==> src/sv/upd_pkg.sv <==
// Package for the URL percent decoder: result and command types, character
// constants and the small decode functions. Depends on nothing.
package upd_pkg;

    localparam int unsigned CMD_DEPTH = 4;

    localparam logic [7:0] CH_NUL     = 8'h00;
    localparam logic [7:0] CH_PERCENT = 8'h25;
    localparam logic [7:0] CH_PLUS    = 8'h2B;
    localparam logic [7:0] CH_SPACE   = 8'h20;
    localparam logic [7:0] CH_NINE    = 8'h39;
    localparam logic [4:0] LETTER_ADJ = 5'd9;

    typedef enum logic [1:0] {
        PH_IDLE  = 2'd0,
        PH_PCT   = 2'd1,
        PH_DIGIT = 2'd2
    } phase_t;

    typedef struct packed {
        logic [7:0] data;
        logic       has_byte;
        logic       last;
    } res_t;

    // Up to three results caused by one input byte, oldest in res[0].
    typedef struct packed {
        logic [1:0]     count;
        res_t [2:0]     res;
    } cmd_t;

    localparam res_t RES_NONE   = '{data: CH_NUL, has_byte: 1'b0, last: 1'b0};
    localparam res_t RES_MARKER = '{data: CH_NUL, has_byte: 1'b0, last: 1'b1};

    function automatic res_t char_res(input logic [7:0] b);
        char_res = '{data: b, has_byte: 1'b1, last: 1'b0};
    endfunction

    function automatic logic is_blank(input logic [7:0] b);
        is_blank = (b inside {[8'h09:8'h0D], CH_SPACE});
    endfunction

    // Low nibble, plus nine for 0x3A..0x7F (bytes above '9' as a signed char).
    function automatic logic [4:0] digit_value(input logic [7:0] b);
        logic [4:0] v;
        v = {1'b0, b[3:0]};
        if (b > CH_NINE && !b[7])
            v = v + LETTER_ADJ;
        digit_value = v;
    endfunction

    function automatic logic [7:0] decode_pair(input logic [7:0] hi, input logic [7:0] lo);
        logic [4:0] h;
        logic [4:0] l;
        h = digit_value(hi);
        l = digit_value(lo);
        decode_pair = {h[3:0], 4'h0} + {3'b000, l};
    endfunction

endpackage

==> src/sv/upd_front.sv <==
// Front end of the URL percent decoder: tracks escape and string state and
// turns each accepted byte into a command of up to three results. Uses upd_pkg.
module upd_front
(
    input  logic          clk,
    input  logic          rst_n,
    input  logic          accept,
    input  logic [7:0]    in_byte,
    output logic          cmd_push,
    output upd_pkg::cmd_t cmd
);

    upd_pkg::phase_t phase_reg, phase_next;
    logic [7:0]      first_reg, first_next;
    logic            seen_reg, seen_next;
    logic            discard_reg, discard_next;
    logic            is_nul;

    assign is_nul = (in_byte == upd_pkg::CH_NUL);

    // Next state.
    always_comb
    begin
        phase_next   = phase_reg;
        first_next   = first_reg;
        seen_next    = seen_reg;
        discard_next = discard_reg;
        if (accept)
        begin
            if (discard_reg)
            begin
                if (is_nul)
                begin
                    discard_next = 1'b0;
                    seen_next    = 1'b0;
                    phase_next   = upd_pkg::PH_IDLE;
                end
            end
            else
            begin
                case (phase_reg)
                    upd_pkg::PH_PCT:
                    begin
                        if (is_nul)
                        begin
                            phase_next = upd_pkg::PH_IDLE;
                            seen_next  = 1'b0;
                        end
                        else
                        begin
                            first_next = in_byte;
                            phase_next = upd_pkg::PH_DIGIT;
                        end
                    end
                    upd_pkg::PH_DIGIT:
                    begin
                        phase_next = upd_pkg::PH_IDLE;
                        if (is_nul)
                            seen_next = 1'b0;
                    end
                    default:
                    begin
                        phase_next = upd_pkg::PH_IDLE;
                        if (is_nul)
                            seen_next = 1'b0;
                        else if (upd_pkg::is_blank(in_byte))
                        begin
                            seen_next    = 1'b0;
                            discard_next = 1'b1;
                        end
                        else if (in_byte == upd_pkg::CH_PERCENT)
                        begin
                            seen_next  = 1'b1;
                            phase_next = upd_pkg::PH_PCT;
                        end
                    end
                endcase
            end
        end
    end

    // Results caused by the current byte.
    always_comb
    begin
        cmd.count  = 2'd0;
        cmd.res[0] = upd_pkg::RES_NONE;
        cmd.res[1] = upd_pkg::RES_NONE;
        cmd.res[2] = upd_pkg::RES_NONE;
        if (!discard_reg)
        begin
            case (phase_reg)
                upd_pkg::PH_PCT:
                begin
                    if (is_nul)
                    begin
                        cmd.count  = 2'd2;
                        cmd.res[0] = upd_pkg::char_res(upd_pkg::CH_PERCENT);
                        cmd.res[1] = upd_pkg::RES_MARKER;
                    end
                end
                upd_pkg::PH_DIGIT:
                begin
                    if (!is_nul)
                    begin
                        cmd.count  = 2'd1;
                        cmd.res[0] = upd_pkg::char_res(upd_pkg::decode_pair(first_reg, in_byte));
                    end
                    else if (upd_pkg::is_blank(first_reg))
                    begin
                        cmd.count  = 2'd2;
                        cmd.res[0] = upd_pkg::char_res(upd_pkg::CH_PERCENT);
                        cmd.res[1] = upd_pkg::RES_MARKER;
                    end
                    else
                    begin
                        cmd.count  = 2'd3;
                        cmd.res[0] = upd_pkg::char_res(upd_pkg::CH_PERCENT);
                        if (first_reg == upd_pkg::CH_PLUS && seen_reg)
                            cmd.res[1] = upd_pkg::char_res(upd_pkg::CH_SPACE);
                        else
                            cmd.res[1] = upd_pkg::char_res(first_reg);
                        cmd.res[2] = upd_pkg::RES_MARKER;
                    end
                end
                default:
                begin
                    if (is_nul || upd_pkg::is_blank(in_byte))
                    begin
                        cmd.count  = 2'd1;
                        cmd.res[0] = upd_pkg::RES_MARKER;
                    end
                    else if (in_byte == upd_pkg::CH_PLUS && seen_reg)
                    begin
                        cmd.count  = 2'd1;
                        cmd.res[0] = upd_pkg::char_res(upd_pkg::CH_SPACE);
                    end
                    else if (in_byte != upd_pkg::CH_PERCENT)
                    begin
                        cmd.count  = 2'd1;
                        cmd.res[0] = upd_pkg::char_res(in_byte);
                    end
                end
            endcase
        end
    end

    assign cmd_push = accept && (cmd.count != 2'd0);

    always_ff @(posedge clk or negedge rst_n)
    begin
        if (!rst_n)
        begin
            phase_reg   <= upd_pkg::PH_IDLE;
            seen_reg    <= 1'b0;
            discard_reg <= 1'b0;
        end
        else
        begin
            phase_reg   <= phase_next;
            seen_reg    <= seen_next;
            discard_reg <= discard_next;
        end
    end

    // The first digit is only read after it has been written.
    always_ff @(posedge clk)
    begin
        first_reg <= first_next;
    end

endmodule

==> src/sv/upd_cmd_fifo.sv <==
// Command queue between the front and back ends of the URL percent decoder.
// Show-ahead register queue of Depth entries. Uses upd_pkg.
module upd_cmd_fifo
#(
    parameter int unsigned Depth = upd_pkg::CMD_DEPTH
)
(
    input  logic          clk,
    input  logic          rst_n,
    input  logic          wr_en,
    input  upd_pkg::cmd_t wr_cmd,
    output logic          full,
    input  logic          rd_en,
    output upd_pkg::cmd_t rd_cmd,
    output logic          rd_valid
);

    localparam int unsigned PtrW = (Depth > 1) ? $clog2(Depth) : 1;
    localparam int unsigned CntW = $clog2(Depth + 1);
    localparam logic [PtrW-1:0] PtrLast = PtrW'(Depth - 1);
    localparam logic [CntW-1:0] CntFull = CntW'(Depth);

    upd_pkg::cmd_t   mem [Depth];
    logic [PtrW-1:0] wr_ptr_reg, wr_ptr_next;
    logic [PtrW-1:0] rd_ptr_reg, rd_ptr_next;
    logic [CntW-1:0] count_reg, count_next;
    logic            do_wr;
    logic            do_rd;

    assign full     = (count_reg == CntFull);
    assign rd_valid = (count_reg != '0);
    assign rd_cmd   = mem[rd_ptr_reg];
    assign do_wr    = wr_en && !full;
    assign do_rd    = rd_en && rd_valid;

    always_comb
    begin
        wr_ptr_next = wr_ptr_reg;
        rd_ptr_next = rd_ptr_reg;
        count_next  = count_reg;
        if (do_wr)
            wr_ptr_next = (wr_ptr_reg == PtrLast) ? '0 : wr_ptr_reg + 1'b1;
        if (do_rd)
            rd_ptr_next = (rd_ptr_reg == PtrLast) ? '0 : rd_ptr_reg + 1'b1;
        if (do_wr && !do_rd)
            count_next = count_reg + 1'b1;
        else if (do_rd && !do_wr)
            count_next = count_reg - 1'b1;
    end

    always_ff @(posedge clk or negedge rst_n)
    begin
        if (!rst_n)
        begin
            wr_ptr_reg <= '0;
            rd_ptr_reg <= '0;
            count_reg  <= '0;
        end
        else
        begin
            wr_ptr_reg <= wr_ptr_next;
            rd_ptr_reg <= rd_ptr_next;
            count_reg  <= count_next;
        end
    end

    always_ff @(posedge clk)
    begin
        if (do_wr)
            mem[wr_ptr_reg] <= wr_cmd;
    end

endmodule

==> src/sv/upd_back.sv <==
// Back end of the URL percent decoder: unpacks queued commands into single
// results and holds the oldest one in the output register. Uses upd_pkg.
module upd_back
(
    input  logic          clk,
    input  logic          rst_n,
    input  upd_pkg::cmd_t head_cmd,
    input  logic          head_valid,
    output logic          head_pop,
    output logic          empty,
    input  logic          pop,
    output logic [7:0]    out_byte,
    output logic          has_byte,
    output logic          last
);

    upd_pkg::res_t       out_reg, out_next;
    logic                out_valid_reg, out_valid_next;
    upd_pkg::res_t [2:0] cur_res_reg, cur_res_next;
    logic [1:0]          left_reg, left_next;
    logic                advance;

    assign empty   = !out_valid_reg;
    assign advance = !out_valid_reg || pop;

    always_comb
    begin
        out_next       = out_reg;
        out_valid_next = out_valid_reg;
        cur_res_next   = cur_res_reg;
        left_next      = left_reg;
        head_pop       = 1'b0;
        if (advance)
        begin
            if (left_reg != 2'd0)
            begin
                out_next       = cur_res_reg[0];
                out_valid_next = 1'b1;
                cur_res_next   = {upd_pkg::RES_NONE, cur_res_reg[2], cur_res_reg[1]};
                left_next      = left_reg - 2'd1;
            end
            else if (head_valid)
            begin
                out_next       = head_cmd.res[0];
                out_valid_next = 1'b1;
                cur_res_next   = {upd_pkg::RES_NONE, head_cmd.res[2], head_cmd.res[1]};
                left_next      = head_cmd.count - 2'd1;
                head_pop       = 1'b1;
            end
            else
            begin
                out_valid_next = 1'b0;
            end
        end
    end

    always_ff @(posedge clk or negedge rst_n)
    begin
        if (!rst_n)
        begin
            out_valid_reg <= 1'b0;
            left_reg      <= 2'd0;
        end
        else
        begin
            out_valid_reg <= out_valid_next;
            left_reg      <= left_next;
        end
    end

    always_ff @(posedge clk)
    begin
        out_reg     <= out_next;
        cur_res_reg <= cur_res_next;
    end

    assign out_byte = out_reg.data;
    assign has_byte = out_reg.has_byte;
    assign last     = out_reg.last;

endmodule

==> src/sv/url_percent_decoder.sv <==
// URL percent decoder, top level. A result reaches the outputs through the queue, written
// when the byte that caused it is transferred, and then the output register, when the back
// end is free. Throughput: one input byte per cycle while the queue is not full; the back
// end gives one result per cycle while pop is high, so a byte causing two or three results
// (string end after a '%') holds the back end that long.
// Reset (rst_n low, asynchronous) empties the queue and output register and clears all
// escape and string state.
module url_percent_decoder
#(
    parameter int unsigned CmdDepth = upd_pkg::CMD_DEPTH
)
(
    input  logic       clk,
    input  logic       rst_n,
    input  logic       push,
    output logic       full,
    input  logic [7:0] in_byte,
    output logic       empty,
    input  logic       pop,
    output logic [7:0] out_byte,
    output logic       has_byte,
    output logic       last
);

    // The front end works on every transferred byte in the cycle it arrives. Bytes that
    // cause no result (a '%', the digit after it, bytes dropped after a whitespace end)
    // never enter the queue, so they cost nothing in the back end.
    logic          accept;
    logic          cmd_push;
    upd_pkg::cmd_t cmd;
    logic          cmd_full;

    // Queue head as seen by the back end.
    upd_pkg::cmd_t head_cmd;
    logic          head_valid;
    logic          head_pop;

    // Input stalls only when the command queue is full. The queue only fills when the
    // back end is slowed by pop staying low or by a multi-result command.
    assign full   = cmd_full;
    assign accept = push && !cmd_full;

    upd_front u_front
    (
        .clk      (clk),
        .rst_n    (rst_n),
        .accept   (accept),
        .in_byte  (in_byte),
        .cmd_push (cmd_push),
        .cmd      (cmd)
    );

    upd_cmd_fifo
    #(
        .Depth (CmdDepth)
    )
    u_fifo
    (
        .clk      (clk),
        .rst_n    (rst_n),
        .wr_en    (cmd_push),
        .wr_cmd   (cmd),
        .full     (cmd_full),
        .rd_en    (head_pop),
        .rd_cmd   (head_cmd),
        .rd_valid (head_valid)
    );

    // The back end keeps a result in its output register while the consumer stalls and refills
    // it in the same cycle as a transfer, so results stream at one per cycle while pop is high.
    upd_back u_back
    (
        .clk        (clk),
        .rst_n      (rst_n),
        .head_cmd   (head_cmd),
        .head_valid (head_valid),
        .head_pop   (head_pop),
        .empty      (empty),
        .pop        (pop),
        .out_byte   (out_byte),
        .has_byte   (has_byte),
        .last       (last)
    );

endmodule

==> config.mk <==
export PLATFORM = sky130hd
export DESIGN_NAME = url_percent_decoder
export DESIGN_NICKNAME = d
export VERILOG_FILES = /design/src/sv/upd_pkg.sv /design/src/sv/upd_front.sv /design/src/sv/upd_cmd_fifo.sv /design/src/sv/upd_back.sv /design/src/sv/url_percent_decoder.sv
export SDC_FILE = /design/constraint.sdc
export NUM_CORES = 1
export LEC_CHECK = 0
export BUFFER_PORTS_ARGS = -buffer_cell sky130_fd_sc_hd__buf_2
export CORE_UTILIZATION = 60
export DETAILED_ROUTE_END_ITERATION = 12
export GPL_TIMING_DRIVEN = 0
export HOLD_SLACK_MARGIN = 0.12
export PLACE_DENSITY = 0.78
export RECOVER_POWER = 100
export SETUP_SLACK_MARGIN = 0.05
export SLEW_MARGIN = 10
export SYNTH_ARGS = -nofsm -noshare
export SYNTH_HDL_FRONTEND = slang
export SYNTH_SLANG_ARGS = --single-unit
==> constraint.sdc <==
create_clock -name clk -period 2.9 [get_ports clk]
set_input_delay 0 -clock clk [delete_from_list [all_inputs] [get_ports clk]]
set_output_delay 0 -clock clk [all_outputs]
set_load 0.03 [all_outputs]
==> key figures <==
Yosys
  – FF+latch count, synth: 135
  – Main combinational cell family by area after synthesis: multiplexers
  – Post-Synth Adder-Cell Area: 0.0382
  – Synth unique cells: 63
  – Synth Flop Type: edfxtp_1
  – Async SR Flop Fraction: 0.104
  – Syn Nets: 411
  – Area contributors post-synth: edfxtp_1, mux4_2, dfrtp_1
  – Post-Synth XOR/XNOR Area: 0.0129
  – Top-count cell post-synth: edfxtp_1
  – Sequential area share after synthesis: 0.654
  – Commonest cells post-synth: edfxtp_1, and2_1, mux4_2, inv_1, ha_1
  – Synth Instances: 381
  – EDFF count, synth: 121
  – Avg Cell Area, Syn: 16.0 sq um
  – Synth Warn #: 0
  – Post-Syn Area: 6090 sq um
  – Mux cell area share after synthesis: 0.117
  – Yosys top cell area share: 0.596
  – Simple-gate share of the synthesized area: 0.0895
  – Largest area contributor in the netlist: edfxtp_1
  – Synth Area in Compound Gates: 0.0624

Worst setup path
  – CP top delay family: simple AND/OR/NAND/NOR gates
  – Type of destination of the critical path: flop
  – Slowest CP cell: and2_2
  – Worst Path Arrival: 2.91 ns
  – Setup CP Type: flop to flop
  – Bufs and invs on worst path: 2
  – Worst Path Required: 3.05 ns
  – Worst setup SP type: flop
  – CP cell instances: inv_1 > ha_2 > nor2_1 > a311oi_1 > o21ai_2 > a21oi_4 > clkbuf_1 > and2_2
  – CP max FO: 23
  – Slowest Stage Delay on Critical Path: 0.64 ns

GRT
  – Initial antenna violation count: 0
  – GR Layer Usage met3: 0.0732
  – Routing usage on met2: 0.406
  – GRT Util Overall: 0.250
  – First-pass GRT wire length: 18,400 microns
  – Most Crowded Layer GR: met2
  – Vias in the first global route: 3,430
  – Largest net degree at the start of global routing: 24
  – Gr ovfl total: 0
  – GRT met1 Usage: 0.316

Clocking
  – Clock Latency Late Sink: 0.52 ns
  – H-tree levels: 4
  – CTS tree: done
  – CTS Sinks: 135
  – CTS Buf Count: 17
  – CTS Buffer Depth: 2
  – Clock transition at path regs: 0.06 ns
  – CTS root buf: clkbuf_8

Power
  – Switching fraction of total power: 0.293
  – Lkg Pwr: 2.54 nW
  – Sequential power share: 0.416
  – Net load switching power: 0.00203 W
  – Clock power share: 0.313
  – Int Power: 0.00489 W
  – Combinational power share: 0.271
  – Pwr per Cell Area: 975 nW/um^2
  – Max VDD drop: 0.526 mV

Routing
  – Wire per inst: 20.3 microns
  – Vias per cell: 5.92
  – Final ANT Viol Nets: 0
  – Total vias in the final route: 3,458
  – Drt pass-1 iters: 4
  – Initial drt markers: 203
  – Final WL: 11,800 microns
  – Number of remaining DRC errors: 0

Timing
  – Worst-Margin Slew: 1.33 ns
  – Clock Skews: 0.00725 ns
  – Final Max Tran Viols: 0
  – Period utilization: 0.953
  – # setup viols final: 0
  – RSZ-0062 raised after global routing: yes
  – Slew Limit Headroom: 0.109
  – Hold_ws: 0.204 ns
  – Fin. Hold Viols: 0
  – Final Critical Period: 2.76 ns
  – Peak Freq: 0.362 GHz

Die
  – Die footprint: 10,600 sq um
  – Die H: 103 microns
  – Die W: 103 microns
  – Ports: 24
  – Starting density of the core: 0.621
  – Site Rows: 36
  – Core area: 9820 sq um

Run status
  – Status: complete, no violations

Final layout
  – Max FFs per register: 92
  – Post-synthesis to final-layout area growth: 16.4%
  – Layout cells sized above 1: 0.202
  – Ant. Diodes: 0
  – Nets: 469
  – Final core utilization: 0.723

Placed design
  – RD Place Congestion: 0.890
  – HPWL Detailed: 7600 microns
  – Input/output buffers: 23

Job
  – Max capacitance violation total: 0

Hold path
  – Worst hold path type: input port to flop
## power by group through the flow
| stage | Combinational, W | Clock (W) | Sequential (W) |
|---|---|---|---|
| floorplan | 0.00126 | 0 | 0.00301 |
| global placement | 0.00181 | 0 | 0.00289 |
| detailed placement | 0.00189 | 0 | 0.00291 |
| CTS | 0.00193 | 0.00219 | 0.00288 |
| global route | 0.00205 | 0.00227 | 0.00293 |
| finish | 0.00188 | 0.00216 | 0.00288 |
## what timing repair did
action | 4_1_cts | 5_1_grt
pin swaps | 0 | 1
hold buffers | 12 | 0
setup endpoints to repair | 94 | 2
hold endpoints to repair | 59 | 0
resized for setup | 7 | 0
setup buffers | 2 | 1
## worst paths after layout
check | to | start | cells past startpoint | slack [ns]
max | u_fifo.mem[3][18] | u_front.phase_reg[0] | 8 | 0.14
min | u_front.first_reg[3] | in_byte[3] | 2 | 0.20
max reg2reg | u_fifo.mem[3][18] | u_front.phase_reg[0] | 8 | 0.14
min reg2reg | u_fifo.count_reg[2] | u_fifo.count_reg[2] | 1 | 0.53
max in group asynchronous | u_back.left_reg[1] | rst_n | 3 | 1.82
min in group asynchronous | u_fifo.rd_ptr_reg[0] | rst_n | 3 | 0.63
## metal layers
layer	wire length [microns]	vias up
met4	261	0
met2	5970	97
met3	650	23
li1	-	1598
met1	4950	1740
met5	0	-
## cell type report
type                    instances  area (sq um)
flip-flops and latches        135          3980
fillers                       661          2720
multi-input cells             210          1960
clock buffers                  17           414
repair buffers                 39           240
clock inverters                14           184
well taps                     133           166
inverters                      20          75.1
plain buffers                  16          73.8
## worst register-to-register path, stage by stage (launching register included)
cell	delay, ns
dfrtp_1	0.34
inv_1	0.06
ha_2	0.41
nor2_1	0.06
a311oi_1	0.29
o21ai_2	0.14
a21oi_4	0.19
clkbuf_1	0.23
and2_2	0.64
## cell families after synthesis
kind of cell | count (synthesis)
fa+ha+maj | 18
mux | 40
buf+inv | 36
xor+xnor | 9
compound gates | 51
simple gates | 92
flops | 135
## layout by cell type (no fill, tap or decap), drive strengths merged, types with 9 or more instances in the layout
cell type    synthesis  routed
nor2                13      13
inv                 20      20
dfrtp               14      14
edfxtp             121     121
dlygate4sd3          0      12
a21oi               10      10
ha                  17      17
o21ai                9       9
and2                23      23
clkinv               0       9
mux2                16      16
nand2               13      13
buf                  6       9
clkbuf              10      50
mux4                23      23
## through the flow
step                      power [W]  instances  setup slack [ns]  setup TNS [ns]  area [sq um]
after CTS                   0.00700        583            0.0685               0          7150
after detailed placement    0.00480        538            -0.285          -23.82          6400
after global placement      0.00469        537            -0.208          -17.14          6380
after floorplan             0.00428        381             0.233               0          6090
final                       0.00692        584             0.137               0          7100
after global routing        0.00725        584           0.00509               0          7100
No activity file was read; power rests on OpenSTA's default activity.
